==> src/unix_seconds_calendar_converter_macros.svh <==
// Assertion macros used by the converter sequencer.
`ifndef UNIX_SECONDS_CALENDAR_CONVERTER_MACROS_SVH
`define UNIX_SECONDS_CALENDAR_CONVERTER_MACROS_SVH
`ifndef SYNTH
`define UCC_ASSERT(lbl, prop, msg) \
  lbl: assert property (@(posedge clk) disable iff (rst) prop) else $error(msg);
`define UCC_ASSERT_IMP(lbl, ante, cons, msg) \
  lbl: assert property (@(posedge clk) disable iff (rst) (ante) |-> (cons)) else $error(msg);
`else
`define UCC_ASSERT(lbl, prop, msg)
`define UCC_ASSERT_IMP(lbl, ante, cons, msg)
`endif
`endif

==> src/ucc_pkg.sv <==
// ----------------------------------------------------------------------------
// ucc_pkg
// Types, constants and table functions of the seconds/calendar converter.
// ----------------------------------------------------------------------------
package ucc_pkg;

  localparam logic [16:0] SecsPerDay  = 17'd86400;
  localparam logic [16:0] SecsPerHour = 17'd3600;
  localparam logic [16:0] SecsPerMin  = 17'd60;
  localparam logic [16:0] DaysPerWeek = 17'd7;
  localparam logic [16:0] DaysPerYear = 17'd365;
  localparam logic [16:0] EpochDays   = 17'd25567;
  localparam logic [7:0]  Century     = 8'd100;
  localparam logic [7:0]  FirstYear   = 8'd70;

  typedef struct packed {
    logic        mode;
    logic [31:0] in_seconds;
    logic [6:0]  year;
    logic [3:0]  month;
    logic [4:0]  day_of_month;
    logic [4:0]  hour;
    logic [5:0]  minute;
    logic [5:0]  second;
  } in_t;

  typedef struct packed {
    logic [31:0]       out_seconds;
    logic signed [7:0] out_year;
    logic [3:0]        out_month;
    logic [4:0]        out_day;
    logic [2:0]        out_weekday;
    logic [4:0]        out_hour;
    logic [5:0]        out_minute;
    logic [5:0]        out_second;
  } out_t;

  typedef enum logic [2:0] {
    S_IDLE, S_DIV_GO, S_DIV_RUN, S_YFIX, S_MON, S_CAL1, S_CAL2, S_FIN
  } state_t;

  typedef enum logic [2:0] {
    OP_DAY, OP_HOUR, OP_MIN, OP_WDAY, OP_YEAR
  } op_t;

  typedef struct packed {
    logic load;
    logic div_start;
    logic div_latch;
    op_t  op;
    logic year_dec;
    logic year_take;
    logic mon_dec;
    logic cal1;
    logic cal2;
    logic out_load;
  } cmd_t;

  typedef struct packed {
    logic mode;
    logic div_done;
    logic year_more;
    logic mon_more;
  } sts_t;

  // days from 1900-01-01 to Jan 1 of year y (y >= 1)
  function automatic logic [16:0] year_start(input logic [7:0] y);
    logic [16:0] prod;
    logic [7:0]  ym1;
    begin
      prod = 17'(y) * DaysPerYear;
      ym1  = y - 8'd1;
      return prod + 17'(ym1 >> 2);
    end
  endfunction

  function automatic logic is_leap(input logic [7:0] y);
    return (y[1:0] == 2'd0) && (y != 8'd0);
  endfunction

  function automatic logic [8:0] month_off(input logic leap, input logic [3:0] idx);
    logic [8:0] v;
    begin
      unique case (idx)
        4'd0:  v = 9'd0;
        4'd1:  v = 9'd31;
        4'd2:  v = leap ? 9'd60  : 9'd59;
        4'd3:  v = leap ? 9'd91  : 9'd90;
        4'd4:  v = leap ? 9'd121 : 9'd120;
        4'd5:  v = leap ? 9'd152 : 9'd151;
        4'd6:  v = leap ? 9'd182 : 9'd181;
        4'd7:  v = leap ? 9'd213 : 9'd212;
        4'd8:  v = leap ? 9'd244 : 9'd243;
        4'd9:  v = leap ? 9'd274 : 9'd273;
        4'd10: v = leap ? 9'd305 : 9'd304;
        4'd11: v = leap ? 9'd335 : 9'd334;
        default: v = 9'd0;
      endcase
      return v;
    end
  endfunction

endpackage

==> src/unix_seconds_calendar_converter.sv <==
// ----------------------------------------------------------------------------
// unix_seconds_calendar_converter
// Converts Unix seconds to calendar fields (mode 0) and back (mode 1).
// ----------------------------------------------------------------------------
// Usage: an item is taken on in_data when in_valid is high and in_stall low.
// in_stall is low only while the converter is idle; one item is worked at a
// time. The result goes to an output register and is shown with out_valid;
// it is taken at an edge where out_stall is low. A new item can be taken
// while a result still waits, but the next result is held back until the
// output register is free.
// Steps, mode 0: five constant divisions (route, capture, reciprocal
// multiply, remainder), a year correction, one to twelve steps of month
// search and a final load.
// Steps, mode 1: route, two arithmetic steps, load.
// An item is worked to its end before the next one is taken; a result
// that still waits holds the sequencer in its load step.
// Reset empties the output register and returns the sequencer to idle.
// ----------------------------------------------------------------------------
module unix_seconds_calendar_converter import ucc_pkg::*; (
  input  logic clk,
  input  logic rst,
  input  logic in_valid,
  output logic in_stall,
  input  in_t  in_data,
  output logic out_valid,
  input  logic out_stall,
  output out_t out_data
);

  cmd_t cmd;
  sts_t sts;

  ucc_ctrl u_ctrl (
    .clk       (clk),
    .rst       (rst),
    .in_valid  (in_valid),
    .in_stall  (in_stall),
    .out_valid (out_valid),
    .out_stall (out_stall),
    .sts       (sts),
    .cmd       (cmd)
  );

  ucc_datapath u_dp (
    .clk      (clk),
    .rst      (rst),
    .cmd      (cmd),
    .in_data  (in_data),
    .sts      (sts),
    .out_data (out_data)
  );

endmodule

==> src/ucc_div.sv <==
// ----------------------------------------------------------------------------
// ucc_div
// Constant divider: reciprocal multiply for the quotient, then remainder.
// ----------------------------------------------------------------------------
module ucc_div import ucc_pkg::*; (
  input  logic        clk,
  input  logic        rst,
  input  logic        start,
  input  op_t         op,
  input  logic [31:0] dividend,
  output logic        done,
  output logic [31:0] quo,
  output logic [16:0] rem
);

  // q = (a * m) >> k, exact over the operand range of each step
  localparam logic [25:0] RecipDay  = 26'd50903317;  // (x >> 7) / 675, k = 35
  localparam logic [25:0] RecipHour = 26'd9321;      // (x >> 4) / 225, k = 21
  localparam logic [25:0] RecipMin  = 26'd1093;      // (x >> 2) / 15,  k = 14
  localparam logic [25:0] RecipWeek = 26'd149797;    // x / 7,           k = 20
  localparam logic [25:0] RecipYear = 26'd183860;    // x / 365,         k = 26

  op_t         op_r;
  logic [31:0] x;
  logic        step_mul;
  logic        step_back;
  logic [24:0] mul_a;
  logic [25:0] mul_b;
  logic [16:0] dsr;
  logic [50:0] prod;
  logic [15:0] qt;
  logic [31:0] back;

  always_comb begin
    unique case (op_r)
      OP_DAY:  begin mul_a = x[31:7];       mul_b = RecipDay;  dsr = SecsPerDay;  end
      OP_HOUR: begin mul_a = 25'(x[16:4]);  mul_b = RecipHour; dsr = SecsPerHour; end
      OP_MIN:  begin mul_a = 25'(x[16:2]);  mul_b = RecipMin;  dsr = SecsPerMin;  end
      OP_WDAY: begin mul_a = 25'(x[16:0]);  mul_b = RecipWeek; dsr = DaysPerWeek; end
      OP_YEAR: begin mul_a = 25'(x[16:0]);  mul_b = RecipYear; dsr = DaysPerYear; end
      default: begin mul_a = '0;            mul_b = '0;        dsr = DaysPerYear; end
    endcase
  end

  assign prod = 51'(mul_a) * 51'(mul_b);

  always_comb begin
    unique case (op_r)
      OP_DAY:  qt = prod[50:35];
      OP_HOUR: qt = prod[36:21];
      OP_MIN:  qt = prod[29:14];
      OP_WDAY: qt = prod[35:20];
      OP_YEAR: qt = prod[41:26];
      default: qt = '0;
    endcase
  end

  assign back = 32'(quo[15:0]) * 32'(dsr);

  always_ff @(posedge clk) begin
    if (rst) begin
      step_mul  <= 1'b0;
      step_back <= 1'b0;
      done      <= 1'b0;
    end else begin
      step_mul  <= start;
      step_back <= step_mul;
      done      <= step_back;
    end
  end

  always_ff @(posedge clk) begin
    if (start) begin
      x    <= dividend;
      op_r <= op;
    end
    if (step_mul) quo <= 32'(qt);
    if (step_back) rem <= 17'(x - back);
  end

endmodule

==> src/ucc_datapath.sv <==
// ----------------------------------------------------------------------------
// ucc_datapath
// Field registers, shared divider, year/month search and packing arithmetic.
// ----------------------------------------------------------------------------
module ucc_datapath import ucc_pkg::*; (
  input  logic clk,
  input  logic rst,
  input  cmd_t cmd,
  input  in_t  in_data,
  output sts_t sts,
  output out_t out_data
);

  in_t         item;
  logic [16:0] days;
  logic [16:0] part;
  logic [7:0]  y;
  logic [3:0]  mon;
  logic [4:0]  hour_r;
  logic [5:0]  min_r;
  logic [5:0]  sec_r;
  logic [2:0]  wday;
  logic [31:0] prod;

  logic [31:0] dvd;
  logic [31:0] q;
  logic [16:0] r;
  logic        done;
  logic [16:0] ys;
  logic [8:0]  off;
  logic [7:0]  y1;
  logic [3:0]  idx1;
  logic [16:0] days1;
  logic [16:0] part1;
  out_t        res;

  ucc_div u_div (
    .clk      (clk),
    .rst      (rst),
    .start    (cmd.div_start),
    .op       (cmd.op),
    .dividend (dvd),
    .done     (done),
    .quo      (q),
    .rem      (r)
  );

  always_comb begin
    unique case (cmd.op)
      OP_DAY:  dvd = item.in_seconds;
      OP_HOUR: dvd = 32'(part);
      OP_MIN:  dvd = 32'(part);
      OP_WDAY: dvd = 32'(days + 17'd1);
      OP_YEAR: dvd = 32'(days);
      default: dvd = '0;
    endcase
  end

  assign ys  = year_start(y);
  assign off = month_off(is_leap(y), mon);

  // calendar to seconds: month 0 takes January, 13..15 take December
  assign y1 = 8'(item.year) + Century;
  always_comb begin
    if (item.month == 4'd0)       idx1 = 4'd0;
    else if (item.month > 4'd12)  idx1 = 4'd11;
    else                          idx1 = item.month - 4'd1;
  end
  assign days1 = year_start(y1) + 17'(month_off(is_leap(y1), idx1))
               + 17'(item.day_of_month) - (EpochDays + 17'd1);
  assign part1 = 17'(item.hour) * SecsPerHour + 17'(item.minute) * SecsPerMin
               + 17'(item.second);

  assign sts.mode      = item.mode;
  assign sts.div_done  = done;
  assign sts.year_more = (y > FirstYear) && (days < ys);
  assign sts.mon_more  = (mon != 4'd0) && (days < 17'(off));

  always_comb begin
    res = '0;
    if (item.mode) begin
      res.out_seconds = prod + 32'(part);
    end else begin
      res.out_year    = 8'(y - Century);
      res.out_month   = mon + 4'd1;
      res.out_day     = 5'(days - 17'(off) + 17'd1);
      res.out_weekday = wday;
      res.out_hour    = hour_r;
      res.out_minute  = min_r;
      res.out_second  = sec_r;
    end
  end

  always_ff @(posedge clk) begin
    if (cmd.load) item <= in_data;
    if (cmd.div_latch) begin
      unique case (cmd.op)
        OP_DAY:  begin days <= EpochDays + q[16:0]; part <= r; end
        OP_HOUR: begin hour_r <= q[4:0]; part <= r; end
        OP_MIN:  begin min_r <= q[5:0]; sec_r <= r[5:0]; end
        OP_WDAY: wday <= r[2:0];
        OP_YEAR: y <= q[7:0];
        default: ;
      endcase
    end
    if (cmd.year_dec) y <= y - 8'd1;
    if (cmd.year_take) begin
      days <= days - ys;
      mon  <= 4'd11;
    end
    if (cmd.mon_dec) mon <= mon - 4'd1;
    if (cmd.cal1) begin
      days <= days1;
      part <= part1;
    end
    // wraps modulo 2^32 like the seconds count itself
    if (cmd.cal2) prod <= 32'(days) * 32'(SecsPerDay);
    if (cmd.out_load) out_data <= res;
  end

endmodule

==> src/ucc_ctrl.sv <==
// ----------------------------------------------------------------------------
// ucc_ctrl
// Sequencer: divide steps, year and month search, calendar-to-seconds steps, output register handshake.
// ----------------------------------------------------------------------------
`include "unix_seconds_calendar_converter_macros.svh"
module ucc_ctrl import ucc_pkg::*; (
  input  logic clk,
  input  logic rst,
  input  logic in_valid,
  output logic in_stall,
  output logic out_valid,
  input  logic out_stall,
  input  sts_t sts,
  output cmd_t cmd
);

  state_t state, state_next;
  op_t    op, op_next;
  logic   accept;
  logic   out_free;

  assign accept   = in_valid && (state == S_IDLE);
  assign out_free = !out_valid || !out_stall;
  assign in_stall = (state != S_IDLE);

  always_comb begin
    state_next = state;
    op_next    = op;
    unique case (state)
      S_IDLE: if (accept) begin
        op_next    = OP_DAY;
        state_next = S_DIV_GO;
      end
      S_DIV_GO: begin
        if (sts.mode) state_next = S_CAL1;
        else          state_next = S_DIV_RUN;
      end
      S_DIV_RUN: if (sts.div_done) begin
        if (op == OP_YEAR) begin
          state_next = S_YFIX;
        end else begin
          op_next    = op_t'(op + 3'd1);
          state_next = S_DIV_GO;
        end
      end
      S_YFIX:  if (!sts.year_more) state_next = S_MON;
      S_MON:   if (!sts.mon_more)  state_next = S_FIN;
      S_CAL1:  state_next = S_CAL2;
      S_CAL2:  state_next = S_FIN;
      S_FIN:   if (out_free) state_next = S_IDLE;
      default: state_next = S_IDLE;
    endcase
  end

  always_comb begin
    cmd           = '0;
    cmd.op        = op;
    cmd.load      = accept;
    cmd.div_start = (state == S_DIV_GO) && !sts.mode;
    cmd.div_latch = (state == S_DIV_RUN) && sts.div_done;
    cmd.year_dec  = (state == S_YFIX) && sts.year_more;
    cmd.year_take = (state == S_YFIX) && !sts.year_more;
    cmd.mon_dec   = (state == S_MON) && sts.mon_more;
    cmd.cal1      = (state == S_CAL1);
    cmd.cal2      = (state == S_CAL2);
    cmd.out_load  = (state == S_FIN) && out_free;
  end

  always_ff @(posedge clk) begin
    if (rst) begin
      state     <= S_IDLE;
      op        <= OP_DAY;
      out_valid <= 1'b0;
    end else begin
      state <= state_next;
      op    <= op_next;
      if (cmd.out_load)    out_valid <= 1'b1;
      else if (!out_stall) out_valid <= 1'b0;
    end
  end

  `UCC_ASSERT_IMP(a_done_in_run, sts.div_done, state == S_DIV_RUN, "divider done outside wait")
  `UCC_ASSERT_IMP(a_no_overwrite, cmd.out_load, !(out_valid && out_stall), "result overwritten")
  `UCC_ASSERT(a_accept_leaves_idle, accept |=> state != S_IDLE, "accepted item dropped")
  `UCC_ASSERT(a_done_pulse, sts.div_done |=> !sts.div_done, "divider done longer than a cycle")

endmodule

==> config.mk <==
export PLATFORM = sky130hd
export DESIGN_NAME = unix_seconds_calendar_converter
export DESIGN_NICKNAME = d
export VERILOG_FILES = /design/src/ucc_pkg.sv /design/src/unix_seconds_calendar_converter.sv /design/src/ucc_div.sv /design/src/ucc_datapath.sv /design/src/ucc_ctrl.sv
export VERILOG_INCLUDE_DIRS = /design/src /design/src/src
export SDC_FILE = /design/constraint.sdc
export NUM_CORES = 2
export LEC_CHECK = 0
export BUFFER_PORTS_ARGS = -buffer_cell sky130_fd_sc_hd__buf_2
export CAP_MARGIN = 20
export CORE_ASPECT_RATIO = 0.9
export CORE_MARGIN = 2
export CORE_UTILIZATION = 48
export CTS_CLUSTER_DIAMETER = 80
export DETAILED_ROUTE_END_ITERATION = 7
export PLACE_DENSITY = 0.68
export SYNTH_ARGS = -nofsm -noshare
export SYNTH_HDL_FRONTEND = slang
export SYNTH_HIERARCHICAL = 1
export SYNTH_SLANG_ARGS = --single-unit
==> constraint.sdc <==
create_clock -name clk -period 15.7 [get_ports clk]
set_clock_uncertainty 0.1 [all_clocks]
set_input_delay 3.14 -clock clk [delete_from_list [all_inputs] [get_ports clk]]
set_output_delay 3.14 -clock clk [all_outputs]
set_load 0.02 [all_outputs]
==> insert_results.sql <==
INSERT INTO impl_metrics (metric_group, metric, value, unit) VALUES
('synthesis', 'yosysWarningCount', '6', ''),
('cells_and_area', 'post_layout_inst_area', '0.0481', 'sq mm'),
('clock_network', 'h-tree-depth', '2', ''),
('cells_and_area', 'design.final.nets', '6011', ''),
('clock_network', 'numCtsBuffers', '39', ''),
('sta', 'setup_total_negative_slack', '0', 'ns'),
('synthesis', 'post_synth_instance_area', '0.0445', 'sq mm'),
('place', 'place_congestion', '0.977', ''),
('clock_network', 'cts.sinks', '304', ''),
('worst_setup_path', 'crit_path_start_kind', 'flip-flop', ''),
('worst_setup_path', 'critPathSlowestCell', 'edfxtp_1', ''),
('floorplanning', 'die_area', '0.0952', 'sq mm'),
('detailed_routing', 'detailedRoute.firstPassIterationCount', '7', ''),
('global_routing', 'grt_pass1_vias', '32927', ''),
('floorplanning', 'starting_density_of_the_core', '0.486', ''),
('detailed_routing', 'postRouteAntennaNets', '0', ''),
('worst_setup_path', 'critical_path.endpoint_type', 'flip-flop', ''),
('sta', 'final_hold_viol_count', '0', ''),
('clock_network', 'post-cts-setup-buffer-count', '0', ''),
('global_routing', 'globalRouteTotalUtil', '0.252', ''),
('worst_setup_path', 'cp_max_fo', '26', ''),
('cells_and_area', 'final_core_util', '0.525', ''),
('global_routing', 'antenna_found_initial', '1', ''),
('worst_setup_path', 'critical-path-max-stage-delay', '0.89', 'ns'),
('sta', 'maxSlewHeadroom', '0.296', ''),
('sta', 'setup_violations', '0', ''),
('sta', 'minimum_clock_period_after_layout', '10.40', 'ns'),
('detailed_routing', 'detailedRoute.firstIterationViolations', '2515', ''),
('run_status', 'run_status', 'completed', ''),
('worst_setup_path', 'worst-setup-path-type', 'reg2reg', ''),
('clock_network', 'clk_pin_slew_worst_paths', '0.06', 'ns'),
('detailed_routing', 'detail_route.wl_per_cell', '19.8', 'um'),
('sta', 'fin_crit_sh', '0.662', ''),
('detailed_routing', 'detailroute.via_count', '32456', ''),
('detailed_routing', 'post_drt_via_cell_ratio', '5.43', ''),
('global_routing', 'grt_overflow_total', '0', ''),
('sta', 'max_freq', '0.0962', 'GHz'),
('worst_setup_path', 'worstPathRequired', '15.92', 'ns'),
('global_routing', 'wire_length_of_the_first_global_routing_pass', '186000', 'um'),
('sta', 'tightest_slew', '1.05', 'ns'),
('worst_setup_path', 'path_delay_family', 'adder cells', ''),
('clock_network', 'cts_root_buffer', 'clkbuf_16', ''),
('worst_setup_path', 'cp_data_arrival_time', '10.62', 'ns'),
('floorplanning', 'core-area', '0.0916', 'sq mm'),
('place', 'detailed_place.area', '0.0467', 'sq mm'),
('floorplanning', 'die_width', '325', 'um'),
('clock_network', 'post_cts.resized_instances', '0', ''),
('sta', 'timing.final.max_slew_violations', '0', ''),
('synthesis', 'synth_instances', '4563', ''),
('floorplanning', 'dieHeight', '293', 'um'),
('sta', 'worst_hold_margin', '0.367', 'ns'),
('floorplanning', 'placement_rows', '105', ''),
('clock_network', 'cts_hold_fix_bufs', '0', ''),
('detailed_routing', 'drt-total-wl', '119000', 'um'),
('cells_and_area', 'post_route_cells_drive_above_1_share', '0.0664', ''),
('clock_network', 'clock_tree.buffer_depth', '3', ''),
('sta', 'rsz_0062_raised_after_global_routing', 'no', ''),
('clock_network', 'tritoncts', 'yes', ''),
('flow_run', 'cap_viol_max_count', '0', ''),
('clock_network', 'source_to_sink_clock_delay_at_the_later_pin_of_the_worst_skew_pair', '0.60', 'ns'),
('worst_setup_path', 'buffers_plus_inverters_on_the_worst_setup_path', '7', ''),
('floorplanning', 'io_pins', '141', ''),
('global_routing', 'grt_start_max_net_pins', '76', ''),
('hold_path', 'min-delay-path-class', 'reg2reg', ''),
('cells_and_area', 'area_growth_syn_to_layout', '7.99', '%'),
('place', 'dp_hpwl', '97300', 'um'),
('synthesis', 'syn-mean-instance-area', '9.76', 'sq um'),
('detailed_routing', 'remaining_drc_errors', '0', ''),
('place', 'portBuffers', '140', '');
==> flip-flops by register name (all words and copies together) (netlist names), 8 cells and up <==
signal / flops
u_dp/u_div/x: 32
u_dp/out_data: 69
u_dp/u_div/quo: 16
u_dp/prod: 25
u_dp/item: 65
u_dp/days: 17
u_dp/part: 17
u_dp/y: 8
u_dp/u_div/rem: 17
==> per-layer routing <==
| metal | track usage | share of wire | up-vias |
|---|---|---|---|
| li1 | - | - | 15136 |
| met1 | 0.363 | 0.45 | 16109 |
| met2 | 0.402 | 0.46 | 1025 |
| met3 | 0.0317 | 0.064 | 186 |
| met4 | 0.0637 | 0.026 | 0 |
| met5 | 0 | 0 | - |
==> per-stage QoR <==
step	cells	worst slack [ns]
after floorplan	4624	7.27
after global placement	5901	5.78
after detailed placement	5901	5.39
after CTS	5971	5.29
after global routing	5977	4.87
final	5977	5.30
==> cell usage in the layout (no fill, tap or decap), drive strengths merged, types with 45 or more instances in the layout <==
| cell | instances |
|---|---|
| a21o | 74 |
| a21oi | 189 |
| and2 | 128 |
| and3 | 45 |
| buf | 166 |
| clkbuf | 48 |
| conb | 63 |
| edfxtp | 294 |
| fa | 572 |
| ha | 652 |
| inv | 984 |
| nand2 | 283 |
| nand3 | 51 |
| nor2 | 250 |
| nor2b | 84 |
| nor3 | 66 |
| o21ai | 146 |
| xnor2 | 151 |
| xor2 | 59 |
==> worst reg2reg max path: cells and delay by family (launching register included) <==
kind            cells  cell delay (ns)
simple gates        5             2.11
flops               1             0.89
buf+inv             7             0.37
compound gates      9             2.42
fa+ha+maj           8             3.93
xor+xnor            1             0.32
==> area by class of cell <==
class,count,area [sq um]
clock buffers,45,998
repair buffers,169,933
fillers,8369,43500
clock inverters,25,298
multi-input cells,3224,31600
well taps,1230,1540
flip-flops and latches,304,9030
inverters,979,3670
diodes,1,2.50
==> worst paths after layout <==
| check | start | endpoint | slack [ns] | depth (start not counted) |
|---|---|---|---|---|
| setup / recovery | u_dp/u_div/op_r[0] | u_dp/u_div/quo[9] | 5.30 | 30 |
| hold / removal | u_dp/u_div/rem[5] | u_dp/sec_r[5] | 0.37 | 0 |
| setup reg to reg | u_dp/u_div/op_r[0] | u_dp/u_div/quo[9] | 5.30 | 30 |
| hold reg to reg | u_dp/u_div/rem[5] | u_dp/sec_r[5] | 0.37 | 0 |
Power is left out: the tool's default activity adds up to more than one toggle a clock period on the data nets, which glitch-free logic cannot reach.
